`src/lip_pkg.sv`:
```
// shared constants and types for the line crossing point block
package lip_pkg;

    localparam int QUOT_BITS = 33;
    localparam int OUT_W     = 32;

    localparam logic [OUT_W-1:0] OUT_MAX = {1'b0, {(OUT_W-1){1'b1}}};
    localparam logic [OUT_W-1:0] OUT_MIN = {1'b1, {(OUT_W-1){1'b0}}};

    typedef struct packed {
        logic none;
        logic neg_x;
        logic neg_y;
        logic ovf_x;
        logic ovf_y;
    } t_flags;

endpackage

```
`src/lip_div_step.sv`:
```
// one restoring division step, one quotient bit for each coordinate
module lip_div_step #(
    parameter int DMW = 25
) (
    input  logic                          i_clk,
    input  logic                          i_rst_n,
    input  logic                          i_en,
    input  logic                          i_valid,
    input  logic [DMW-1:0]                i_dm,
    input  logic [DMW-1:0]                i_rem_x,
    input  logic [DMW-1:0]                i_rem_y,
    input  logic [lip_pkg::QUOT_BITS-1:0] i_bits_x,
    input  logic [lip_pkg::QUOT_BITS-1:0] i_bits_y,
    input  lip_pkg::t_flags               i_flags,
    output logic                          o_valid,
    output logic [DMW-1:0]                o_dm,
    output logic [DMW-1:0]                o_rem_x,
    output logic [DMW-1:0]                o_rem_y,
    output logic [lip_pkg::QUOT_BITS-1:0] o_bits_x,
    output logic [lip_pkg::QUOT_BITS-1:0] o_bits_y,
    output lip_pkg::t_flags               o_flags
);

    localparam int QB = lip_pkg::QUOT_BITS;

    logic [DMW:0] s_dm, s_trial_x, s_trial_y, s_diff_x, s_diff_y;
    logic         s_ge_x, s_ge_y;

    assign s_dm      = {1'b0, i_dm};
    assign s_trial_x = {i_rem_x, i_bits_x[QB-1]};
    assign s_trial_y = {i_rem_y, i_bits_y[QB-1]};
    assign s_diff_x  = s_trial_x - s_dm;
    assign s_diff_y  = s_trial_y - s_dm;
    assign s_ge_x    = (s_trial_x >= s_dm);
    assign s_ge_y    = (s_trial_y >= s_dm);

    always_ff @(posedge i_clk) begin
        if (i_en) begin
            o_dm     <= i_dm;
            o_rem_x  <= s_ge_x ? s_diff_x[DMW-1:0] : s_trial_x[DMW-1:0];
            o_rem_y  <= s_ge_y ? s_diff_y[DMW-1:0] : s_trial_y[DMW-1:0];
            o_bits_x <= {i_bits_x[QB-2:0], s_ge_x};
            o_bits_y <= {i_bits_y[QB-2:0], s_ge_y};
            o_flags  <= i_flags;
        end
    end

    always_ff @(posedge i_clk) begin
        if (!i_rst_n) begin
            o_valid <= 1'b0;
        end else if (i_en) begin
            o_valid <= i_valid;
        end
    end

endmodule

```
`config.mk`:
```
export PLATFORM = sky130hd
export DESIGN_NAME = lip_div_step
export DESIGN_NICKNAME = d
export VERILOG_FILES = /design/src/lip_pkg.sv /design/src/lip_div_step.sv
export SDC_FILE = /design/constraint.sdc
export NUM_CORES = 1
export LEC_CHECK = 0
export BUFFER_PORTS_ARGS = -buffer_cell sky130_fd_sc_hd__buf_2
export CORE_MARGIN = 2
export CORE_UTILIZATION = 25
export CTS_BUF_LIST = sky130_fd_sc_hd__clkbuf_8
export DETAILED_ROUTE_END_ITERATION = 10
export GPL_ROUTABILITY_DRIVEN = 0
export PLACE_DENSITY = 0.53
export SYNTH_ARGS = -nofsm -noshare
export SYNTH_HDL_FRONTEND = slang
export SYNTH_SLANG_ARGS = --single-unit
```
`constraint.sdc`:
```
create_clock -name i_clk -period 3.8 [get_ports i_clk]
set_input_delay 0.95 -clock i_clk [delete_from_list [all_inputs] [get_ports i_clk]]
set_output_delay 0.95 -clock i_clk [all_outputs]
set_load 0.01 [all_outputs]
```
* Word-level counts from Yosys, hierarchy flattened
Cells that the tools add are included.
** Storage, ports and cells
- Bits in registers :: 147
- Latch bits :: 0
- RAM bits :: 0
- Memory bits (read-only) :: 0
- Input bits :: 150
- Output and inout bits :: 147
- Logic and storage cells :: 17
- Memories kept :: 0
** Operators by class
- $add $sub $neg :: 2
- Multiply operators :: 0
- Div/mod/pow operators :: 0
- Magnitude comparators :: 2
- Equal/unequal tests :: 0
- Shifts and indexed selects :: 0
- Muxes and demuxes :: 2
- Bitwise operators :: 0
- Reductions and logical operators :: 0
** Operators by type and width (number)
- greater-or-equal comparator 26 x 25 -> 1 bit :: 2
- 2-to-1 mux 25 bit :: 2
- subtractor 25 bit :: 2

* Depth between registers and ports, before layout
- Word-level depth :: 2
- Gate-level depth with buffers :: 14
- Mapped depth without buffers :: 12

* Least setup slack after synthesis
No wires, ideal clock.
- Path kind :: in2reg
- Start :: in i_bits_y[32] (netlist bit)
- End :: reg o_rem_y[12], data pin
- Setup time :: 0.262 ns
- Arrival time :: 3.121 ns
- Required time :: 3.538 ns
- Setup slack :: 0.417 ns
- Stages :: 13
- Buffers on the path :: 2
- Cells stage by stage :: inv_1 ha_1 inv_1 fa_1 a211o_1 a211o_1 a32oi_1 nor3_1 nor2_1 buf_4 inv_2 buf_6 mux2_1
** Between the ends
- Longest elaborated chain between the ends :: 2
- Elaborated cells between the ends (all ways) :: 3
- Classes of those cells :: add/sub: 1; order compare: 1; mux: 1
** RTL lines
- start: declaration :: line lip_div_step.sv:13 : input logic [lip_pkg::QUOT_BITS-1:0] i_bits_y,
- greater-or-equal comparator 26 x 25 -> 1 bit :: line lip_div_step.sv:35 : assign s_ge_y = (s_trial_y >= s_dm);
- via s_ge_y :: line lip_div_step.sv:27 : logic s_ge_x, s_ge_y;
- 2-to-1 mux 25 bit :: line lip_div_step.sv:41 : o_rem_y <= s_ge_y ? s_diff_y[DMW-1:0] : s_trial_y[DMW-1:0];
- end signal: assignment :: line lip_div_step.sv:41
- end: declaration :: line lip_div_step.sv:18 : output logic [DMW-1:0] o_rem_y,
The timed path passes the listed nets, and every way through them passes these cells.
A chain may end at the register's enable or synchronous reset.

* Worst setup path in the final report
- Start :: in i_bits_x[32] (netlist bit)
- End :: reg o_rem_x[20], data pin
** Between the ends
- Longest elaborated chain between the ends :: 2
- Elaborated cells between the ends (all ways) :: 3
- Classes of those cells :: add/sub: 1; order compare: 1; mux: 1
** RTL lines
- start: declaration :: line lip_div_step.sv:12 : input logic [lip_pkg::QUOT_BITS-1:0] i_bits_x,
- subtractor 25 bit or greater-or-equal comparator 26 x 25 -> 1 bit (tied branches) :: line lip_div_step.sv:32, lip_div_step.sv:34
- 2-to-1 mux 25 bit * :: line lip_div_step.sv:40 : o_rem_x <= s_ge_x ? s_diff_x[DMW-1:0] : s_trial_x[DMW-1:0];
- end signal: assignment :: line lip_div_step.sv:40
- end: declaration :: line lip_div_step.sv:17 : output logic [DMW-1:0] o_rem_x,
Every way passes the cells marked *; elsewhere a longest branch is shown, timed or not.

==> results.txt <==
Row cnt = 65
Crit path max fanout = 3
Antenna-violating nets left = 0
Primary FF master, synth = edfxtp_1
P&R area growth vs syn = 31.37%
# hold bufs at CTS = 0
Synth Cell Area = 0.007913 mm²
Root cell of the clock tree = clkbuf_8
Placeable Area = 0.03139 mm²
Post-CTS setup buffer count = 0
Arrival @ worst endpoint = 3.41 ns
WS Path Type = in -> reg
WL/cell = 17.75 µm
Final layout net count = 1211
First-pass DRT Iterations = 5
Async SR Flop Fraction = 0%
Grt ovf = 0
Share of cells above drive strength 1 = 35.52%
Gate Count Post-Synth = 692
Skew final = 0 ns
Skew-Pair Late Insertion Delay = 0.45 ns
Synth area leader = edfxtp_1
Post-synthesis sequential area ratio = 55.66%
CP delay by family, top = compound AO/OA/AOI/OAI gates
Setup crit start kind = input pin
Post-CTS sizing = 0
Comb power frac = 24.7%
Initial drt markers = 323
Yosys reg bits = 147
Cell Chain, Critical Path = buf_2 -> inv_1 -> ha_1 -> inv_1 -> fa_1 -> a211o_1 -> a211o_1 -> a21oi_1 -> a21oi_1 -> a221oi_1 -> xor2_1 -> o21ai_0
Vias = 6582
Distinct cell type count after synthesis = 68
Max incr delay on CP = 0.42 ns
Area occupied by multi-input gates = 0.003252 mm²
Final hold violation count = 0
Synthesized Nets = 894
Top-area cell type share of the netlist area = 55.41%
Slew Viols, Final = 0
Syn_area_per_cell = 11.43 µm²
Switching power = 1.405 mW
HP Class = reg -> reg
Final period util = 84.29%
Relative slew slack = 58.15%
Worst slew pin tran = 0.6278 ns
Chip width = 181.9 µm
Starting Density = 25.21%
Critical path data required time = 4.01 ns
Worst-path clk slew = 0.09 ns
CP max stage cell = fa_1
DRT Wirelength = 25400 µm
Synth area leaders = edfxtp_1, ha_1, o21ai_0
First-pass GRT wire length = 37360 µm
CTS tree = done
Power share of the sequential group = 47.1%
Bufs on Longest Clock Path = 2
Htree depth = 4
Final hold slack = 0.5344 ns
Status = finished, final reports clean
Fillers = 3227
Register area = 0.004404 mm²
Min Clock Period, post-route = 3.203 ns
Total Negative Setup Slacks = 0 ns
Die height = 181.9 µm
Synthesis warning total = 0
# DRC = 0
Sink Count = 147
Post-synth EDFFs = 146
Peak supply drop = 0.0001981 V
GR Util All Layers = 15.08%
Cell internal pwr = 2.914 mW
Buf/Inv on CP = 3
IO Pins = 297
Number of global-route vias before repair = 6424
Net Sw Frac = 32.53%
RSZ-0062 raised after global routing = false
Clock power frac = 28.3%
PD cells = 415.5 mW/mm²
DP HPWL = 20390 µm
Antenna violations before repair = 11
Largest net degree at the start of global routing = 53
Leak = 4.527 nW
Port-buffer cells = 296
Number of buffers created by CTS = 17
Vias per inst = 4.600
Critical path endpoint category = register
Commonest non-fill, non-tap cell in the layout = buf_2
Achievable clock frequency = 312.2 MHz
Most frequent cells in the layout = buf_2, edfxtp_1, nand2_1
Final setup fails = 0
# Max-Cap Violations = 0
DIE AREA = 0.03309 mm²
==> state kept, by name, summed over array words and instances, names as in the netlist <==
| name | count |
|---|---|
| o_bits_y | 33 |
| o_bits_x | 33 |
| o_valid | 1 |
| o_rem_y | 25 |
| o_dm | 25 |
| o_flags | 5 |
| o_rem_x | 25 |
==> synth_stat cells, types with 3 or more instances <==
cell type and n:
a31oi_1 6, nor3_1 11, and3_1 11, a211o_1 11
edfxtp_1 146, and4_1 4, o211a_1 3, o31ai_1 6
xor2_1 14, a21o_1 20, nor2_1 37, nand2_1 77
xnor2_1 18, nand4_1 7, clkbuf_1 8, ha_1 50
o21a_1 14, a211oi_1 9, o2111ai_1 3, nand2b_1 4
nor4_1 4, o21ai_0 59, or2_2 5, a21oi_1 40
nor2b_1 5, buf_2 6, o21ai_1 3, nand3_1 10
o21bai_1 4, inv_1 44
==> worst min-delay path: cells and delay by family, from the launching register on <==
kind          cells  cell delay [ns]
flops             1             0.32
mux               1             0.12
simple gates      1             0.06
==> through the flow <==
step / power [mW] / setup WS (ns) / utilization (%) / cell area (µm²) / std cells
finish: 4.319 / 0.5971 / 33.11 / 10400 / 1431
floorplan: 2.669 / 0.4167 / - / 7913 / 692
CTS: 4.390 / 0.6659 / 33.06 / 10380 / 1424
global route: 4.568 / 0.4860 / 33.08 / 10390 / 1427
detailed placement: 3.145 / 0.1557 / 31.87 / 10000 / 1392
global placement: 3.148 / 0.1544 / 31.87 / 10000 / 1392
==> routing by layer <==
metal  vias up  wire, µm  track usage [%]
met3        28      1710            4.673
met5         -        64                0
met1      3054     10830            18.03
met4         8       456            5.065
met2       233     12340            25.76
li1       3259         -                -
==> path summary, 6_finish.rpt <==
check | depth (start not counted) | slack [ns] | end | startpoint
worst max-delay path | 12 | 0.60 | o_rem_x[20] | i_bits_x[32]
worst min-delay path | 2 | 0.53 | o_valid | o_valid
worst max register to register | 2 | 3.21 | o_valid | o_valid
worst min register to register | 2 | 0.53 | o_valid | o_valid
==> cells by family after synthesis <==
logic type                 after synthesis  synth area share, %
xor gates and xnor gates                32                3.542
buffers and inverters                   63                3.368
muxes                                    5               0.6957
DFF                                    147                55.66
adders and majority gates               52                8.412
and+or+nand+nor                        188                11.42
AOI/OAI and AO/OA                      205                16.90
==> power groups by stage <==
stage,sequential [mW],clock (mW),combinational [mW]
3_5_place_dp,2.07,0,1.07
6_report,2.03,1.22,1.07
2_1_floorplan,2.17,0,0.502
4_1_cts,2.04,1.27,1.08
3_3_place_gp,2.07,0,1.07
5_1_grt,2.05,1.34,1.18
==> layout make-up <==
class,count,area share (%)
flip-flops and latches,147,42.37
multi-input cells,482,31.28
clock buffers,17,2.251
well taps,402,4.839
inverters,45,1.625
diodes,7,0.1685
repair buffers,316,16.12
clock inverters,15,1.348
(Power assumes the default switching activity.)
