**src/lip_pkg.sv**
```systemverilog
// shared constants and types for the line crossing point block
package lip_pkg;

    localparam int QUOT_BITS = 33;
    localparam int OUT_W     = 32;

    localparam logic [OUT_W-1:0] OUT_MAX = {1'b0, {(OUT_W-1){1'b1}}};
    localparam logic [OUT_W-1:0] OUT_MIN = {1'b1, {(OUT_W-1){1'b0}}};

    typedef struct packed {
        logic none;
        logic neg_x;
        logic neg_y;
        logic ovf_x;
        logic ovf_y;
    } t_flags;

endpackage

```
**src/lip_sat.sv**
```systemverilog
// sign restore, saturation and output register
module lip_sat (
    input  logic                           i_clk,
    input  logic                           i_rst_n,
    input  logic                           i_en,
    input  logic                           i_valid,
    input  logic [lip_pkg::QUOT_BITS-1:0]  i_quot_x,
    input  logic [lip_pkg::QUOT_BITS-1:0]  i_quot_y,
    input  lip_pkg::t_flags                i_flags,
    output logic                           o_valid,
    output logic signed [lip_pkg::OUT_W-1:0] o_cross_x,
    output logic signed [lip_pkg::OUT_W-1:0] o_cross_y,
    output logic                           o_no_crossing,
    output logic                           o_clipped
);

    localparam int W = lip_pkg::OUT_W;

    // returns {saturated, value}
    function automatic logic [W:0] lane_out(input logic [lip_pkg::QUOT_BITS-1:0] q,
                                            input logic neg, input logic ovf);
        logic big;
        logic [W-1:0] val;
        if (neg) begin
            big = ovf | q[W] | (q[W-1] & (|q[W-2:0]));
            val = big ? lip_pkg::OUT_MIN : W'(-q[W-1:0]);
        end else begin
            big = ovf | q[W] | q[W-1];
            val = big ? lip_pkg::OUT_MAX : q[W-1:0];
        end
        return {big, val};
    endfunction

    logic [W:0] s_x, s_y;

    assign s_x = lane_out(i_quot_x, i_flags.neg_x, i_flags.ovf_x);
    assign s_y = lane_out(i_quot_y, i_flags.neg_y, i_flags.ovf_y);

    always_ff @(posedge i_clk) begin
        if (i_en) begin
            o_cross_x     <= i_flags.none ? '0 : signed'(s_x[W-1:0]);
            o_cross_y     <= i_flags.none ? '0 : signed'(s_y[W-1:0]);
            o_no_crossing <= i_flags.none;
            o_clipped     <= ~i_flags.none & (s_x[W] | s_y[W]);
        end
    end

    always_ff @(posedge i_clk) begin
        if (!i_rst_n) begin
            o_valid <= 1'b0;
        end else if (i_en) begin
            o_valid <= i_valid;
        end
    end

endmodule

```
**config.mk**
```make
export PLATFORM = sky130hd
export DESIGN_NAME = lip_sat
export DESIGN_NICKNAME = d
export VERILOG_FILES = /design/src/lip_pkg.sv /design/src/lip_sat.sv
export SDC_FILE = /design/constraint.sdc
export NUM_CORES = 1
export LEC_CHECK = 0
export BUFFER_PORTS_ARGS = -buffer_cell sky130_fd_sc_hd__buf_2
export CORE_MARGIN = 1
export CORE_UTILIZATION = 30
export DETAILED_ROUTE_END_ITERATION = 8
export PLACE_DENSITY = 0.6
export RECOVER_POWER = 100
export SETUP_SLACK_MARGIN = 0.3
export SYNTH_ARGS = -nofsm -noshare
export SYNTH_HDL_FRONTEND = slang
export SYNTH_SLANG_ARGS = --single-unit
```
**constraint.sdc**
```tcl
create_clock -name i_clk -period 3.1 [get_ports i_clk]
set_clock_uncertainty 0.1 [all_clocks]
set_input_delay 0.465 -clock i_clk [delete_from_list [all_inputs] [get_ports i_clk]]
set_output_delay 0.465 -clock i_clk [all_outputs]
set_load 0.02 [all_outputs]
```
# Word-level counts from Yosys, hierarchy flattened
# Cells that the tools add are included.
totals:
  mem_bits_ro: 0
  reg_bits: 67
  wordCells: 28
  latchBits: 0
  mem_bits_rw: 0
  inputBits: 75
  memories: 0
op_classes:
  addsub: 2
  eq_ne: 0
  n_mul: 0
  reduce_logical: 2
  bitwise_logic: 11
  mux: 8
  shifts: 0
  order_cmp: 0
  div_mod_pow: 0
ops:
  columns: ["operator", "n"]
  rows:
  - ["two-way mux 32 bit", 6]
  - ["negator 32 bit", 2]
  - ["OR reduction 31 bit", 2]
  - ["bitwise OR 1 bit", 7]
  - ["AND 1 bit", 3]
  - ["two-way mux 1 bit", 2]
  - ["inverter 1 bit", 1]

# Depth between registers and ports, before layout
depth:
  word_depth: 6
  depth_mapped: 8
  mapped_depth_nobuf: 7

# Worst setup path before layout
# No wires, ideal clock.
synth_path:
  path_type: "input to register"
  from: "in i_quot_y[1] (netlist bit)"
  to: "reg o_cross_y[28] (netlist bit) (data pin)"
  stages: 8
  setup_ps: 266
  required_ps: 2734
  path_slack_ps: 443
  arrival_ps: 2291
  cell_sequence: "inv_1 -> ha_1 -> or4b_2 -> nor3_1 -> and3_1 -> clkbuf_1 -> nor4b_1 -> nor4_1"
synth_via:
  elab_chain_len: 5
  elab_cells_between_ends: 6
  classes_between: "add/sub (1); mux (2); bitwise (2); reduce/logical (1)"
synth_lines:
  columns: ["element", "line_no", "source"]
  rows:
  - ["from (decl)", "lip_sat.sv:8", "input logic [lip_pkg::QUOT_BITS-1:0] i_quot_y,"]
  - ["parallel branches: the longest is 3 deep, another holds negator 32 bit", null, null]
  - ["two-way mux 32 bit (*)", "lip_sat.sv:26", "val = big ? lip_pkg::OUT_MIN : W'(-q[W-1:0]);"]
  - ["two-way mux 32 bit (*)", "lip_sat.sv:24", "if (neg) begin"]
  - ["to (signal assigned)", "lip_sat.sv:42", "o_cross_y <= i_flags.none ? '0 : signed'(s_y[W-1:0]);"]
  - ["to (decl)", "lip_sat.sv:12", "output logic signed [lip_pkg::OUT_W-1:0] o_cross_y,"]
# Mark *: on every way between the ends.
# A chain may end at the register's enable or synchronous reset.

# Worst setup path after layout
# Ends and elaborated chain as after synthesis.

==> results.md <==
| Stage | Parameter | This run |
|---|---|---|
| detailed routing | Number of vias in the routed layout | 4547 |
| run status | Status | completed |
| sta | Crit share post-route | 88.0% |
| cells and area | Share of final-layout standard cells stronger than drive strength 1 | 19.6% |
| clocking | Clock tree from TritonCTS | built |
| sta | Unrepaired setup endpoints after global routing | true |
| detailed routing | Post-detailed-route count of antenna-violating nets | 0 |
| floorplan | Floorplan core area | 13900 sq um |
| power | Switching power total | 735 uW |
| detailed routing | Total length of routed wires | 13800 um |
| cells and area | Layout Nets | 668 |
| sta | Final setup violating endpoints | 0 |
| detailed routing | Average wire per cell in the routed design | 17.8 um |
| clocking | Library cell used as clock root buffer | sky130_fd_sc_hd__clkbuf_16 |
| sta | Clock period minus final worst setup slack | 2.73 ns |
| power | Leak Pwr | 0.00182 uW |
| floorplan | Height of the die | 122 um |
| worst setup path | Startpoint kind of the worst setup timing path | primary input |
| sta | Final hold vios | 0 |
| global route | Global-route total usage across every layer | 18.2% |
| detailed routing | Iteration-0 DRC Markers | 455 |
| clocking | Total clock buffers created by CTS | 9 |
| sta | Number of slew-limit violations in the final report | 0 |
| logic synthesis | Top FF cell, synth | sky130_fd_sc_hd__edfxtp_1 |
| logic synthesis | Share of async-settable or async-resettable flops after synthesis | 0% |
| power | Switching power share of the total | 28.4% |
| power | Clock network power share | 40.0% |
| clocking | Total number of clock tree sinks | 67 |
| placed design | Routability Congestion | 0.857 |
| sta | Setup TNS | 0 ns |
| worst setup path | Required time at the endpoint of the critical path | 3.14 ns |
| logic synthesis | Distinct cells, synth | 54 |
| detailed routing | Mean number of vias per cell | 5.86 |
| worst setup path | Nature of the critical path endpoint | flop |
| floorplan | Site Rows | 43 |
| detailed routing | WL met1 | 5630 um |
| global route | Number of antenna violations at the first check in global routing | 0 |
| logic synthesis | Syn nets | 527 |
| logic synthesis | Synthesized area per cell | 9.56 sq um |
| power | Power per cell area | 476 nW/um^2 |
| clocking | Clk_lat worst skew | 0.33 ns |
| run | Number of max-cap violations | 0 |
| sta | Slew at the pin closest to its max-slew limit | 1.40 ns |
| logic synthesis | Number of enable-type register cells in the synthesized netlist | 66 |
| logic synthesis | Count of synthesis-stage warnings from yosys | 0 |
| global route | Via count of the first global-routing pass | 4244 |
| min path | Path class of the lowest-slack min-delay path | in2reg |
| floorplan | Die area | 14800 sq um |
| sta | Hold Worst Slack | 0.249 ns |
| logic synthesis | Total standard cell area after synthesis | 4300 sq um |
| power | Maximum ir drop on the vdd rail | 202 uV |
| detailed routing | Met2 routed wirelength | 6770 um |
| global route | Global route overflow | 0 |
| worst setup path | Worst Path Max Fanout | 13 |
| clocking | Clock-pin slew on the worst setup and hold paths | 0.06 ns |
| clocking | Max clock buf depth | 2 |
| placed design | Number of I/O port buffers | 141 |
| detailed routing | Detailed-router iteration count before antenna repair | 6 |
| detailed routing | Top routing layer used | met4 |
| worst setup path | Data arrival, critical path | 2.77 ns |
| worst setup path | Path type of the worst setup path | in2reg |
| detailed routing | DRC Markers | 0 |
| cells and area | Most common cell after layout, fill and taps aside | sky130_fd_sc_hd__clkbuf_1 |
| sta | Fmax achieved | 367 MHz |
| clocking | Count of buffers added by post-CTS timing repair for setup | 0 |
| cells and area | Most used cells in the layout excluding fill and tap cells | 75 x sky130_fd_sc_hd__clkbuf_1, 70 x sky130_fd_sc_hd__buf_2, 66 x sky130_fd_sc_hd__edfxtp_1 |
| logic synthesis | Number of synthesized register bits | 67 |
| clocking | Post-cts hold buffer count | 0 |
| cells and area | Diode insertion count for antenna repair | 0 |
| floorplan | Initial standard-cell utilization of the core | 30.9% |
| logic synthesis | Register area share after synthesis | 46.5% |
| floorplan | # IOs | 142 |
| power | Logic pwr share | 17.2% |
| global route | Pin count of the biggest net entering global routing | 48 |
| global route | Global-route wire length before repair | 21000 um |
| detailed routing | Met3 wire length | 1140 um |
| power | Final Total Pwr | 2590 uW |
| floorplan | Die W | 122 um |
| sta | Headroom to the max-slew limit | 6.71% |
| logic synthesis | Synth Instances | 450 |
| power | Part of the total power dissipated in sequential elements | 42.8% |
| clocking | CTS H-Tree Depth | 3 |
| clocking | CTS-repair resized insts | 0 |
| power | Int Power | 1860 uW |
| cells and area | Area added between synthesis and finish | 26.4% |
| placed design | Half-perimeter wire length after placement | 9580 um |
## final cells by class
cell class                      instances  area, sq um
Sequential cell                        67         2000
Tap cell                              180          225
Clock inverter                          5         52.6
Fill cell                            1403         8500
Inverter                               11         41.3
Timing Repair Buffer                  160          761
Multi-Input combinational cell        342         2110
Clock buffer                           11          243
## per-stage QoR
step | cells | utilization (%) | cell area (sq um) | setup slack [ns]
floorplan | 450 | - | 4300 | 0.443
global route | 776 | 39.0 | 5440 | 0.177
global placement | 759 | 37.7 | 5250 | 0.200
detailed placement | 759 | 37.7 | 5250 | 0.0726
CTS | 775 | 39.8 | 5540 | 0.416
finish | 776 | 39.0 | 5440 | 0.373
## critical path, stage by stage
cell and delay (ns):
sky130_fd_sc_hd__clkbuf_1 0.11, sky130_fd_sc_hd__inv_1 0.09, sky130_fd_sc_hd__ha_1 0.16, sky130_fd_sc_hd__or4b_2 0.62
sky130_fd_sc_hd__nor3_1 0.17, sky130_fd_sc_hd__buf_4 0.21, sky130_fd_sc_hd__a41o_1 0.38, sky130_fd_sc_hd__o21bai_4 0.21
sky130_fd_sc_hd__nor4_1 0.34
## registers in the layout (all words and copies together), names as in the netlist
name           count
o_cross_y         32
o_cross_x         32
o_clipped          1
o_valid            1
o_no_crossing      1
## final timing paths
kind | cells past startpoint | from | slack (ns) | endpoint
worst max register to register | 2 | o_valid | 2.41 | o_valid
worst min register to register | 2 | o_valid | 0.43 | o_valid
worst min-delay path | 2 | i_rst_n | 0.25 | o_valid
worst max-delay path | 9 | i_quot_y[1] | 0.37 | o_cross_y[28]
## power groups by stage
stage          logic (uW)  registers, uW  clock network [uW]
2_1_floorplan         147           1220                   0
3_3_place_gp          458           1120                   0
3_5_place_dp          466           1120                   0
4_1_cts               468           1110                1060
5_1_grt               484           1120                1100
6_report              446           1110                1040
## Yosys cell counts (all sizes together), types with 6 or more instances
master | n | area share (%)
edfxtp | 66 | 46
a21oi | 55 | 6.4
nor2 | 38 | 3.3
nand2 | 34 | 3.0
a311oi | 25 | 5.2
nand3 | 24 | 2.8
clkbuf | 23 | 2.0
nor4 | 21 | 3.5
nor3 | 20 | 2.3
or4 | 15 | 2.9
a211oi | 11 | 2.0
inv | 11 | 0.96
nand4 | 11 | 1.6
o22ai | 11 | 1.6
buf | 8 | 1.3
or3 | 7 | 1.0
a31oi | 6 | 0.87
## per-layer routing
layer,GRT usage (%),up-vias
li1,-,2125
met1,21.5,2165
met2,31.1,236
met3,4.21,21
met4,8.41,0
met5,0,-
## cell families after synthesis
logic type / synth area share [%]
compound gates: 23.4
xor+xnor: 0.204
fa+ha+maj: 0.581
buf+inv: 4.22
flops: 46.5
mux: 0.233
simple gates: 24.8
(Power assumes the default switching activity.)
